## config.mk

```make
export PLATFORM = sky130hd
export DESIGN_NAME = button_debounce_hold_repeat_core
export DESIGN_NICKNAME = d
export VERILOG_FILES = /design/src/sv/dbhr_pkg.sv /design/src/sv/dbhr_ram.sv /design/src/sv/dbhr_update.sv /design/src/sv/button_debounce_hold_repeat_core.sv
export SDC_FILE = /design/constraint.sdc
export NUM_CORES = 1
export LEC_CHECK = 0
export BUFFER_PORTS_ARGS = -buffer_cell sky130_fd_sc_hd__buf_2
export CAP_MARGIN = 10
export CORE_MARGIN = 4
export CORE_UTILIZATION = 35
export CTS_CLUSTER_SIZE = 40
export DETAILED_ROUTE_END_ITERATION = 8
export HOLD_SLACK_MARGIN = 0.15
export SLEW_MARGIN = 0
export SYNTH_ARGS = -nofsm -noshare
export SYNTH_HDL_FRONTEND = slang
export SYNTH_HIERARCHICAL = 1
export SYNTH_SLANG_ARGS = --single-unit
```

## constraint.sdc

```tcl
create_clock -name clk -period 8.92 [get_ports clk]
set_input_delay 1.784 -clock clk [delete_from_list [all_inputs] [get_ports clk]]
set_output_delay 1.784 -clock clk [all_outputs]
set_load 0.005 [all_outputs]
```

## src/sv/dbhr_pkg.sv

```systemverilog
// package for the button debounce / hold / repeat core
// holds the shared constants, register indexes, action codes and entry layout
// no dependencies
package dbhr_pkg;

  localparam int NUM_BUTTONS = 4;
  localparam int ADDR_W      = (NUM_BUTTONS > 1) ? $clog2(NUM_BUTTONS) : 1;
  localparam int TIME_W      = 32;
  localparam int CFG_T_W     = 16;
  localparam int MASK_W      = 4;
  localparam int LEVELS_W    = 4;

  // pending action codes
  localparam logic [1:0] ACT_NONE    = 2'd0;
  localparam logic [1:0] ACT_PRESS   = 2'd1;
  localparam logic [1:0] ACT_RELEASE = 2'd2;
  localparam logic [1:0] ACT_HOLD    = 2'd3;

  // input item kinds
  localparam logic ITEM_SAMPLE = 1'b0;
  localparam logic ITEM_FETCH  = 1'b1;

  // configuration register indexes
  localparam logic [1:0] CFG_DEBOUNCE = 2'd0;
  localparam logic [1:0] CFG_HOLD     = 2'd1;
  localparam logic [1:0] CFG_INTERVAL = 2'd2;
  localparam logic [1:0] CFG_MASK     = 2'd3;

  typedef struct packed {
    logic [CFG_T_W-1:0] debounce_time;
    logic [CFG_T_W-1:0] hold_time;
    logic [CFG_T_W-1:0] repeat_interval;
  } cfg_t;

  // per-button state kept in the state ram
  typedef struct packed {
    logic [1:0]        pending;
    logic              repeat_active;
    logic [TIME_W-1:0] last_repeat_time;
    logic [TIME_W-1:0] change_time;
  } btn_entry_t;

  localparam int ENT_W = $bits(btn_entry_t);

endpackage

```

## src/sv/dbhr_ram.sv

```systemverilog
// generic single-port-write, single-port-read ram with registered read data
// no dependencies
module dbhr_ram #(
  parameter int WIDTH = 8,
  parameter int DEPTH = 4,
  parameter int AW    = (DEPTH > 1) ? $clog2(DEPTH) : 1
) (
  input  logic             clk,
  input  logic             we,
  input  logic [AW-1:0]    waddr,
  input  logic [WIDTH-1:0] wdata,
  input  logic [AW-1:0]    raddr,
  output logic [WIDTH-1:0] rdata
);

  logic [WIDTH-1:0] mem [DEPTH];

  always_ff @(posedge clk) begin
    if (we) begin
      mem[waddr] <= wdata;
    end
    rdata <= mem[raddr];
  end

endmodule

```

## src/sv/dbhr_update.sv

```systemverilog
// per-button read-modify-write logic for a sample transfer
// depends on dbhr_pkg
module dbhr_update (
  input  dbhr_pkg::btn_entry_t          ent_i,
  input  logic                          deb_i,
  input  logic                          pressed_i,
  input  logic                          rep_en_i,
  input  logic [dbhr_pkg::TIME_W-1:0]   now_i,
  input  dbhr_pkg::cfg_t                cfg_i,
  output dbhr_pkg::btn_entry_t          ent_o,
  output logic                          deb_o,
  output logic                          press_o
);
  import dbhr_pkg::*;

  logic [TIME_W-1:0] since;
  logic [TIME_W-1:0] since_rep;
  logic              rep_act;

  assign since     = now_i - ent_i.change_time;
  assign since_rep = now_i - ent_i.last_repeat_time;

  always_comb begin
    ent_o   = ent_i;
    deb_o   = deb_i;
    press_o = 1'b0;
    rep_act = ent_i.repeat_active;
    if (pressed_i != deb_i) begin
      if (since > TIME_W'(cfg_i.debounce_time)) begin
        deb_o             = pressed_i;
        ent_o.change_time = now_i;
        if (pressed_i) begin
          ent_o.pending = ACT_PRESS;
          press_o       = 1'b1;
        end else begin
          ent_o.pending       = ACT_RELEASE;
          ent_o.repeat_active = 1'b0;
        end
      end
    end else if (pressed_i) begin
      if (since > TIME_W'(cfg_i.hold_time)) begin
        ent_o.pending = ACT_HOLD;
        if (rep_en_i) begin
          rep_act             = 1'b1;
          ent_o.repeat_active = 1'b1;
        end
      end
      // a repeat press wins over hold in the same sample
      if (rep_act && rep_en_i && (since_rep > TIME_W'(cfg_i.repeat_interval))) begin
        ent_o.pending          = ACT_PRESS;
        ent_o.last_repeat_time = now_i;
        press_o                = 1'b1;
      end
    end
  end

endmodule

```

## src/sv/button_debounce_hold_repeat_core.sv

```systemverilog
// top level of the button debounce / hold / repeat core
// depends on dbhr_pkg, dbhr_ram and dbhr_update
//
// Qualifies NUM_BUTTONS active-low buttons. Input transfers on in_* carry
// either a sample (in_tuser low: time in ms and raw pin levels) or a fetch
// (in_tuser high: button index). Every input transfer gives exactly one
// result transfer on out_*: the fetched pending action, the debounced
// pressed flags and whether the sample latched a press.
// Per-button state lives in a small ram; each cycle one entry is read and
// written back in the next, with forwarding when the same entry is read
// while being written.
// A sample makes one ram access per button and a fetch makes one; a run of
// fetches is held back as the queue credit ignores a pop in the same cycle;
// the next item is taken in the cycle its predecessor issues its last ram read.
// A result passes the issue stage, the compute stage and the output queue.
// Results pass through a two-entry output queue; when the receiver stalls
// the queue fills and in_tready drops, nothing is lost.
// Reset (rst_n low, synchronous) restores the register defaults and marks
// all state entries as cleared; no clearing pass is needed.
// Configuration writes are taken at any cycle but are meant for idle periods.
module button_debounce_hold_repeat_core (
  input  logic        clk,
  input  logic        rst_n,
  input  logic        in_tvalid,
  output logic        in_tready,
  input  logic [39:0] in_tdata,   // now_ms[31:0], pin_levels[35:32], button[37:36], zero pad
  input  logic        in_tuser,   // action
  output logic        out_tvalid,
  input  logic        out_tready,
  output logic [7:0]  out_tdata,  // fetched_action[1:0], pressed_levels[5:2], interaction[6]
  input  logic        cfg_wr_en,
  input  logic [1:0]  cfg_addr,
  input  logic [15:0] cfg_wdata
);
  import dbhr_pkg::*;

  // configuration registers
  cfg_t              cfg_r;
  logic [MASK_W-1:0] mask_r;

  always_ff @(posedge clk) begin
    if (!rst_n) begin
      cfg_r.debounce_time   <= 16'd50;
      cfg_r.hold_time       <= 16'd1000;
      cfg_r.repeat_interval <= 16'd200;
      mask_r                <= 4'd3;
    end else if (cfg_wr_en) begin
      case (cfg_addr)
        CFG_DEBOUNCE: cfg_r.debounce_time   <= cfg_wdata;
        CFG_HOLD:     cfg_r.hold_time       <= cfg_wdata;
        CFG_INTERVAL: cfg_r.repeat_interval <= cfg_wdata;
        CFG_MASK:     mask_r                <= cfg_wdata[MASK_W-1:0];
        default:      mask_r                <= mask_r;
      endcase
    end
  end

  // issue stage: holds the current item and walks the buttons
  logic              cur_valid_r;
  logic              cur_act_r;
  logic [TIME_W-1:0] cur_now_r;
  logic [3:0]        cur_pins_r;
  logic [1:0]        cur_btn_r;
  logic [ADDR_W-1:0] idx_r;

  logic              in_fire;
  logic              issue_last;
  logic              issue_fire;
  logic              credit_ok;
  logic [ADDR_W-1:0] rd_addr;
  logic              btn_ok;
  logic [NUM_BUTTONS-1:0] pressed_vec;
  logic [NUM_BUTTONS-1:0] rep_vec;

  // compute stage
  logic              s2_valid_r;
  logic              s2_act_r;
  logic              s2_first_r;
  logic              s2_last_r;
  logic              s2_btn_ok_r;
  logic              s2_pressed_r;
  logic              s2_rep_en_r;
  logic              s2_ok_r;
  logic [ADDR_W-1:0] s2_addr_r;
  logic [TIME_W-1:0] s2_now_r;
  logic              fwd_r;
  btn_entry_t        fwd_data_r;

  logic [NUM_BUTTONS-1:0] vld_r;
  logic [NUM_BUTTONS-1:0] pressed_r;
  logic [NUM_BUTTONS-1:0] pressed_nxt;
  logic                   inter_r;
  logic                   inter_nxt;

  logic [ENT_W-1:0]  ram_rdata;
  btn_entry_t        ent;
  btn_entry_t        upd_ent;
  btn_entry_t        wr_data;
  logic              upd_deb;
  logic              upd_press;
  logic              wr_en;
  logic [1:0]        fetched;
  logic [LEVELS_W-1:0] levels;

  // output queue
  logic [7:0]  q_data_r [2];
  logic        q_wr_ptr_r;
  logic        q_rd_ptr_r;
  logic [1:0]  occ_r;
  logic        push;
  logic        pop;
  logic [7:0]  res_data;

  assign in_fire    = in_tvalid && in_tready;
  assign issue_last = cur_act_r || (idx_r == ADDR_W'(NUM_BUTTONS - 1));
  // a last read still in the compute stage already counts against the queue
  assign credit_ok  = ({1'b0, occ_r} + {2'b00, s2_valid_r && s2_last_r}) < 3'd2;
  assign issue_fire = cur_valid_r && (!issue_last || credit_ok);
  assign in_tready  = !cur_valid_r || (issue_fire && issue_last);
  assign btn_ok     = {3'b000, cur_btn_r} < 5'(NUM_BUTTONS);
  assign rd_addr    = cur_act_r ? ADDR_W'(cur_btn_r) : idx_r;

  always_comb begin
    for (int i = 0; i < NUM_BUTTONS; i++) begin
      pressed_vec[i] = (i < 4) ? !cur_pins_r[i % 4] : 1'b1;
      rep_vec[i]     = (i < 4) ? mask_r[i % 4] : 1'b0;
    end
  end

  always_ff @(posedge clk) begin
    if (!rst_n) begin
      cur_valid_r <= 1'b0;
      idx_r       <= '0;
    end else if (in_fire) begin
      cur_valid_r <= 1'b1;
      idx_r       <= '0;
    end else if (issue_fire && issue_last) begin
      cur_valid_r <= 1'b0;
    end else if (issue_fire) begin
      idx_r <= idx_r + ADDR_W'(1);
    end
  end

  always_ff @(posedge clk) begin
    if (in_fire) begin
      cur_act_r  <= in_tuser;
      cur_now_r  <= in_tdata[31:0];
      cur_pins_r <= in_tdata[35:32];
      cur_btn_r  <= in_tdata[37:36];
    end
  end

  dbhr_ram #(
    .WIDTH (ENT_W),
    .DEPTH (NUM_BUTTONS)
  ) u_state_ram (
    .clk   (clk),
    .we    (wr_en),
    .waddr (s2_addr_r),
    .wdata (wr_data),
    .raddr (rd_addr),
    .rdata (ram_rdata)
  );

  always_ff @(posedge clk) begin
    if (!rst_n) begin
      s2_valid_r <= 1'b0;
    end else begin
      s2_valid_r <= issue_fire;
    end
  end

  always_ff @(posedge clk) begin
    s2_act_r     <= cur_act_r;
    s2_first_r   <= cur_act_r || (idx_r == '0);
    s2_last_r    <= issue_last;
    s2_btn_ok_r  <= btn_ok;
    s2_pressed_r <= pressed_vec[rd_addr];
    s2_rep_en_r  <= rep_vec[rd_addr];
    s2_ok_r      <= vld_r[rd_addr];
    s2_addr_r    <= rd_addr;
    s2_now_r     <= cur_now_r;
    // same entry written while being read: the ram returns the old word
    fwd_r        <= wr_en && (s2_addr_r == rd_addr);
    fwd_data_r   <= wr_data;
  end

  always_comb begin
    if (fwd_r) begin
      ent = fwd_data_r;
    end else if (s2_ok_r) begin
      ent = btn_entry_t'(ram_rdata);
    end else begin
      ent = '0;
    end
  end

  dbhr_update u_update (
    .ent_i     (ent),
    .deb_i     (pressed_r[s2_addr_r]),
    .pressed_i (s2_pressed_r),
    .rep_en_i  (s2_rep_en_r),
    .now_i     (s2_now_r),
    .cfg_i     (cfg_r),
    .ent_o     (upd_ent),
    .deb_o     (upd_deb),
    .press_o   (upd_press)
  );

  always_comb begin
    wr_en       = s2_valid_r && ((s2_act_r == ITEM_SAMPLE) || s2_btn_ok_r);
    pressed_nxt = pressed_r;
    fetched     = ACT_NONE;
    if (s2_act_r == ITEM_FETCH) begin
      wr_data         = ent;
      wr_data.pending = ACT_NONE;
      if (s2_btn_ok_r) begin
        fetched = ent.pending;
      end
    end else begin
      wr_data                = upd_ent;
      pressed_nxt[s2_addr_r] = upd_deb;
    end
    inter_nxt = (!s2_first_r && inter_r) || ((s2_act_r == ITEM_SAMPLE) && upd_press);
    for (int i = 0; i < LEVELS_W; i++) begin
      levels[i] = (i < NUM_BUTTONS) ? pressed_nxt[i % NUM_BUTTONS] : 1'b0;
    end
    res_data = {1'b0, inter_nxt, levels, fetched};
  end

  always_ff @(posedge clk) begin
    if (!rst_n) begin
      vld_r     <= '0;
      pressed_r <= '0;
      inter_r   <= 1'b0;
    end else if (s2_valid_r) begin
      pressed_r <= pressed_nxt;
      inter_r   <= inter_nxt;
      if (wr_en) begin
        vld_r[s2_addr_r] <= 1'b1;
      end
    end
  end

  // two-entry result queue
  assign push       = s2_valid_r && s2_last_r;
  assign pop        = out_tvalid && out_tready;
  assign out_tvalid = (occ_r != 2'd0);
  assign out_tdata  = q_data_r[q_rd_ptr_r];

  always_ff @(posedge clk) begin
    if (!rst_n) begin
      q_wr_ptr_r <= 1'b0;
      q_rd_ptr_r <= 1'b0;
      occ_r      <= 2'd0;
    end else begin
      if (push) begin
        q_wr_ptr_r <= !q_wr_ptr_r;
      end
      if (pop) begin
        q_rd_ptr_r <= !q_rd_ptr_r;
      end
      occ_r <= occ_r + {1'b0, push} - {1'b0, pop};
    end
  end

  always_ff @(posedge clk) begin
    if (push) begin
      q_data_r[q_wr_ptr_r] <= res_data;
    end
  end

`ifndef ASSERT_OFF
  a_occ_bound: assert property (@(posedge clk) disable iff (!rst_n)
    occ_r != 2'd3)
    else $error("result queue occupancy out of range");

  a_no_overflow: assert property (@(posedge clk) disable iff (!rst_n)
    push |-> (occ_r != 2'd2) || pop)
    else $error("result pushed into a full queue");

  a_fetch_no_inter: assert property (@(posedge clk) disable iff (!rst_n)
    (push && (s2_act_r == ITEM_FETCH)) |-> !res_data[6])
    else $error("fetch result reports an interaction");

  a_walk_continues: assert property (@(posedge clk) disable iff (!rst_n)
    (issue_fire && !issue_last) |=> cur_valid_r)
    else $error("sample walk dropped before its last button");

  a_fetch_clears: assert property (@(posedge clk) disable iff (!rst_n)
    (wr_en && (s2_act_r == ITEM_FETCH)) |-> (wr_data.pending == ACT_NONE))
    else $error("fetch did not clear the pending action");
`endif

endmodule

```

; Word level (Yosys, flattened, before mapping)
; Memories as Yosys holds them, arrays and structs flattened. A register that Yosys moved wholly into a read port is not among the register bits.
; Index checks and enable logic that the tools add are counted.
[word_totals]
reg_bits = 216
latchBits = 0
ramBits = 282
rom_bits = 0
output_inout_bits = 10
elab_cells = 137
mem_count = 2
[op_classes]
add_sub_neg = 6
multipliers = 0
n_div = 0
magnitude_cmp = 7
eq_ne = 6
shifts = 0
mux = 47
bitwise = 4
reduce_logical = 35
[mem_list]
columns = memory, depth, word_bits, rd, rd_clocked_by_memory_dff, wr, line_no
row1 = u_state_ram.mem, 4, 67, 1, 1, 1, dbhr_ram.sv:16  ; logic [WIDTH-1:0] mem [DEPTH];
row2 = q_data_r, 2, 7, 1, 1, 1, button_debounce_hold_repeat_core.sv:106  ; logic [7:0] q_data_r [2];
[ops]
columns = cell, n
row1 = 67-bit two-way mux, 3
row2 = 32-bit two-way mux, 4
row3 = 32-bit by 16-bit > comparator with 1-bit output, 3
row4 = 32-bit subtractor, 2
row5 = 35-bit two-way mux, 1
row6 = 1-bit two-way mux, 25
row7 = 1-bit logical AND, 11
row8 = 2-bit AND reduction, 5
row9 = 1-bit logical NOT, 9
row10 = 3-bit two-way mux, 3
row11 = 1-bit binary-select mux with 2-bit select, 4
row12 = 2-bit two-way mux, 4
row13 = 2-bit equality test (second input constant), 3
row14 = 2-bit by 3-bit less-than comparator with 1-bit output (second input constant), 2
row15 = 1-bit logical OR, 5
row16 = 4-bit bitwise mux, 1
row17 = 2-bit logical NOT, 2
row18 = 4-bit two-way mux, 1
row19 = 4-bit OR, 1
row20 = 2-bit nonzero test, 2
row21 = 2-bit by 1-bit adder with 3-bit output, 1
row22 = 3-bit by 2-bit less-than comparator with 1-bit output (second input constant), 1
row23 = 1-bit inverter, 3
row24 = 2-bit by 1-bit adder with 2-bit output, 1
row25 = other kinds (8), 8

; Logic depth before layout (Yosys ltp)
[depth]
depth_word = 14
ltp_mapped = 32
depth_no_buf = 28

; Modules after synthesis
; Netlist, hierarchy kept.
[modules_own_cells]
columns = mod, n_inst, cells_per_inst, area_per_inst_um2, seq_area_each_um2
row1 = dbhr_ram, 1, 421, 11074.4, 9389.0
row2 = button_debounce_hold_repeat_core, 1, 670, 8195.4, 5154.9
row3 = dbhr_update, 1, 888, 6248.5, 0.0

; Worst setup path before layout
; No wires, ideal clock.
[synth_path]
path_type = reg-to-reg
from = reg s2_valid_r
to = mem u_state_ram/mem[0][0] in the netlist's numbering (enable)
t_arrival_ns = 5.310
setup_slack_ns = 3.022
path_stages_with_launch = 2
period_less_slack_ns = 5.898
path_cell_list = dfxtp_1 > nor3b_1
[synth_via]
elab_chain_len = 2
[synth_rtl]
columns = item, line_no
row1 = "start, declared", button_debounce_hold_repeat_core.sv:76  ; logic s2_valid_r;
row2 = "start signal, assigned", button_debounce_hold_repeat_core.sv:169  ; s2_valid_r <= issue_fire;
row3 = 1-bit two-way mux, dbhr_ram.sv:19  ; if (we) begin
row4 = 1-bit two-way mux (not written as such), dbhr_ram.sv:20  ; mem[waddr] <= wdata;
row5 = "end, declared", dbhr_ram.sv:16
; No other way between the ends.

==> run_results.csv <==
group,metric,value,unit
place,dp.cells,2935,
final_layout,stdcell_count,3046,
power_and_ir_drop,pwr-share-seq,45.4,%
floorplanning,rows,98,
place,dpl.hpwl,40550,um
critical_path,worstPathMaxFanout,32,
sta,slew_violations,0,
floorplanning,dieArea,0.07729,mm2
detailed_routing,vias_per_cell,5.177,
power_and_ir_drop,combPwrFrac,15.4,%
clocking,post_cts_buffers,0,
final_layout,area_growth,12.90,%
detailed_routing,routed-wl-met2,28950,um
critical_path,r2r_setup_slack,1.54,ns
run_status,outcome,"finished clean",
sta,period_minus_slack,7.385,ns
critical_path,crit_required,9.25,ns
synth,synth-seq-cells,566,
sta,timing.final.crit_share,82.79,%
global_routing,grt_pass1_vias,15940,
sta,max_freq,135.4,MHz
worst_hold_path,min_to,"s2_now_r[4]",
critical_path,crit_type,"reg -> reg",
final_layout,final_common_cell,"edfxtp_1",
detailed_routing,wl_met3,2185,um
floorplanning,core-area,0.07185,mm2
synth,muxShareOfSynthArea,13.36,%
sta,finalSetupViolCount,0,
power_and_ir_drop,swShare,25.39,%
power_and_ir_drop,p_switching,1685,uW
critical_path,r2r_end,"u_state_ram/mem[0][10]",
power_and_ir_drop,clkPwrFrac,39.2,%
critical_path,rr_startpoint,"s2_ok_r",
synth,synth-compound-area-share,10.30,%
sta,final.setup.tns,0,ns
detailed_routing,drc,0,
clocking,cts.sinks,566,
place,numPortBuffers,70,
sta,hold_violations,0,
clocking,cts_resized,0,
synth,yosysWarnings,6,
sta,max-slew-margin-rel,28.40,%
floorplanning,dieWidth,278.0,um
synth,synthesis.nets,2159,
synth,seq_area_frac_synth,56.99,%
floorplanning,io_pins,74,
sta,rsz0062_at_grt,"false",
detailed_routing,routed-via-count,15770,
global_routing,grt_max_degree,47,
detailed_routing,top_layer_used,"met4",
synth,synth-async-reset-ratio,0,%
clocking,clk_pin_slew,0.06,ns
critical_path,end_kind,"flop",
detailed_routing,wirelength,59960,um
critical_path,startpoint_type,"flop",
floorplanning,start_util,35.51,%
clocking,insertion_delay,0.62,ns
detailed_routing,first_pass_iters,9,
critical_path,r2r_cells,22,
worst_hold_path,whs_path_depth,0,
power_and_ir_drop,intPower,4952,uW
synth,synth_adder_area_share,5.747,%
global_routing,grtUsageTotal,15.09,%
clocking,postCtsHoldBufs,0,
run,drv_cap,0,
clocking,clockBufferDepth,3,
global_routing,grt_first_pass_wirelength,92260,um
clocking,cts_tree,"done",
final_layout,nets,2225,
critical_path,arrival,7.72,ns
power_and_ir_drop,p_total,6637,uW
sta,max_slew.worst_pin.slew,1.069,ns
synth,synth_xor_area_share,1.750,%
detailed_routing,detail-route-antenna-nets,0,
worst_hold_path,min_from,"cur_now_r[4]",
final_layout,drive_gt1_share,19.90,%
global_routing,overflow,0,
synth,synth_cell_types,89,
detailed_routing,drt_iter0_markers,1174,
synth,synthCells,1979,
sta,fin_worst_skew,0.03649,ns
synth,synth-edff-count,321,
synth,synth_area_per_cell,12.89,um2
synth,synth-simple-area-share,7.816,%
global_routing,antenna_found_initial,1,
synth,synth_ff_type,"edfxtp_1",
synth,synth_top_family_by_area,"multiplexers",
power_and_ir_drop,powerDensity,230.4,mW/mm2
power_and_ir_drop,ir_drop,141.2,uV
detailed_routing,routedWlPerCell,19.69,um
worst_hold_path,worst_hold_path_type,"reg -> reg",
clocking,cts_made_buffers,58,
synth,synth_area,0.02552,mm2
clocking,root_buffer,"clkbuf_16",
clocking,htree_levels,2,
power_and_ir_drop,leakagePower,0.01049,uW
place,place_congestion,0.8998,
final_layout,most-common-layout-cells,"edfxtp_1 (321), dfxtp_1 (243), nand2_1 (180)",
detailed_routing,met1_length,27730,um
floorplanning,die-height,278.0,um
## power by group through the flow
| stage | registers (uW) | logic (uW) | clock network, uW |
|---|---|---|---|
| after floorplan | 3030 | 774 | 0 |
| after global placement | 3060 | 995 | 0 |
| after detailed placement | 3070 | 1020 | 0 |
| after CTS | 3020 | 1020 | 2670 |
| after global routing | 3030 | 1130 | 2780 |
| final | 3010 | 1020 | 2600 |
## flip-flops by register name, indices dropped and copies added (netlist names), 2 cells and up, named ones only
name / cells
idx_r: 2
u_state_ram/mem: 268
mask_r: 4
s2_addr_r: 2
pressed_r: 4
fwd_data_r: 67
s2_now_r: 32
cur_pins_r: 4
u_state_ram/rdata: 67
cur_btn_r: 2
cfg_r: 48
q_data_r: 14
occ_r: 2
vld_r: 4
cur_now_r: 32
## Yosys cell counts (5+ instances only)
cell type | number | area [um2]
inv_1 | 134 | 503.0
clkbuf_1 | 24 | 90.09
nor3b_1 | 5 | 37.54
nand4_1 | 21 | 131.4
buf_2 | 25 | 125.1
o21ai_1 | 5 | 25.02
buf_4 | 5 | 37.54
nor2b_1 | 11 | 68.82
mux2_2 | 102 | 1149
nand3b_1 | 5 | 37.54
a21boi_0 | 5 | 37.54
xnor2_1 | 30 | 262.8
o21a_1 | 10 | 75.07
and2_1 | 13 | 81.33
xor2_1 | 21 | 183.9
nor4_1 | 8 | 50.05
a21o_1 | 23 | 172.7
nor3_1 | 15 | 75.07
edfxtp_1 | 321 | 9639
mux2_1 | 10 | 112.6
mux2_4 | 26 | 390.4
and3_1 | 7 | 43.79
mux4_2 | 68 | 1531
buf_1 | 9 | 33.78
or3_1 | 5 | 31.28
o21ai_0 | 57 | 285.3
mux2i_1 | 19 | 190.2
o211ai_1 | 12 | 90.09
a31oi_1 | 12 | 75.07
nor2_1 | 65 | 244.0
a211oi_1 | 14 | 105.1
nand3_1 | 34 | 170.2
dfxtp_1 | 245 | 4905
ha_1 | 114 | 1426
nand2_1 | 180 | 675.7
a21oi_1 | 127 | 635.6
a22o_1 | 67 | 586.8
nand2b_1 | 12 | 75.07
o21bai_1 | 9 | 67.56
buf_6 | 13 | 146.4
## per-layer routing
layer,track usage [%],vias up
met5,0,-
met4,3.613,0
met3,2.022,75
met2,25.63,344
met1,20.63,7838
li1,-,7512
## stage by stage
step	worst slack, ns	hold WS [ns]	utilization (%)	cell area [um2]
6_report	1.535	0.3272	40.09	28810
5_1_grt	1.096	0.3422	40.09	28810
4_1_cts	1.518	0.3210	40.09	28810
2_1_floorplan	3.022	0.3233	-	25520
3_5_place_dp	1.598	0.3269	37.17	26710
3_3_place_gp	1.662	0.3252	37.17	26710
## layout make-up
| cell class | instances | area (um2) |
|---|---|---|
| repair buffers | 88 | 485.5 |
| diodes | 1 | 2.502 |
| multi-input cells | 1197 | 9980 |
| clock inverters | 31 | 444.2 |
| well taps | 950 | 1189 |
| flip-flops and latches | 566 | 14550 |
| clock buffers | 79 | 1654 |
| inverters | 134 | 505.5 |
| fillers | 6713 | 43050 |
## kinds of logic after synthesis
group,Yosys count
AOI/OAI and AO/OA,392
adders and majority gates,116
muxes,227
xor gates and xnor gates,51
other,1
and+or+nand+nor,410
buffers and inverters,216
DFF,566
## critical path, cell delays in order, from the launching register on
cell and delay, ns:
dfxtp_1 0.42, nor2b_4 0.52, buf_4 0.37, a22o_1 0.20, inv_1 0.07, ha_1 0.40
a21oi_1 0.32, o21bai_1 0.12, a221o_1 0.37, or2_4 0.26, xor2_1 0.33, ha_1 0.32
a21o_1 0.16, a21o_1 0.18, a21oi_1 0.15, o21ai_0 0.14, a2111oi_0 0.50, o311ai_0 0.40
nor3_4 0.45, or2_2 0.18, buf_4 0.48, mux2_2 0.40, mux2_2 0.31
## worst max path at each step
stage | startpoint | end | cells after the start
after global placement | s2_ok_r | u_state_ram/mem[2][38] | 23
final | s2_ok_r | u_state_ram/mem[0][10] | 22
after CTS | s2_ok_r | u_state_ram/mem[0][39] | 23
after global routing | s2_ok_r | u_state_ram/mem[3][38] | 23
after detailed placement | s2_ok_r | u_state_ram/mem[3][42] | 23
after floorplan | s2_valid_r | u_state_ram/mem[0][0] | 1
No activity file was read; power rests on OpenSTA's default activity.
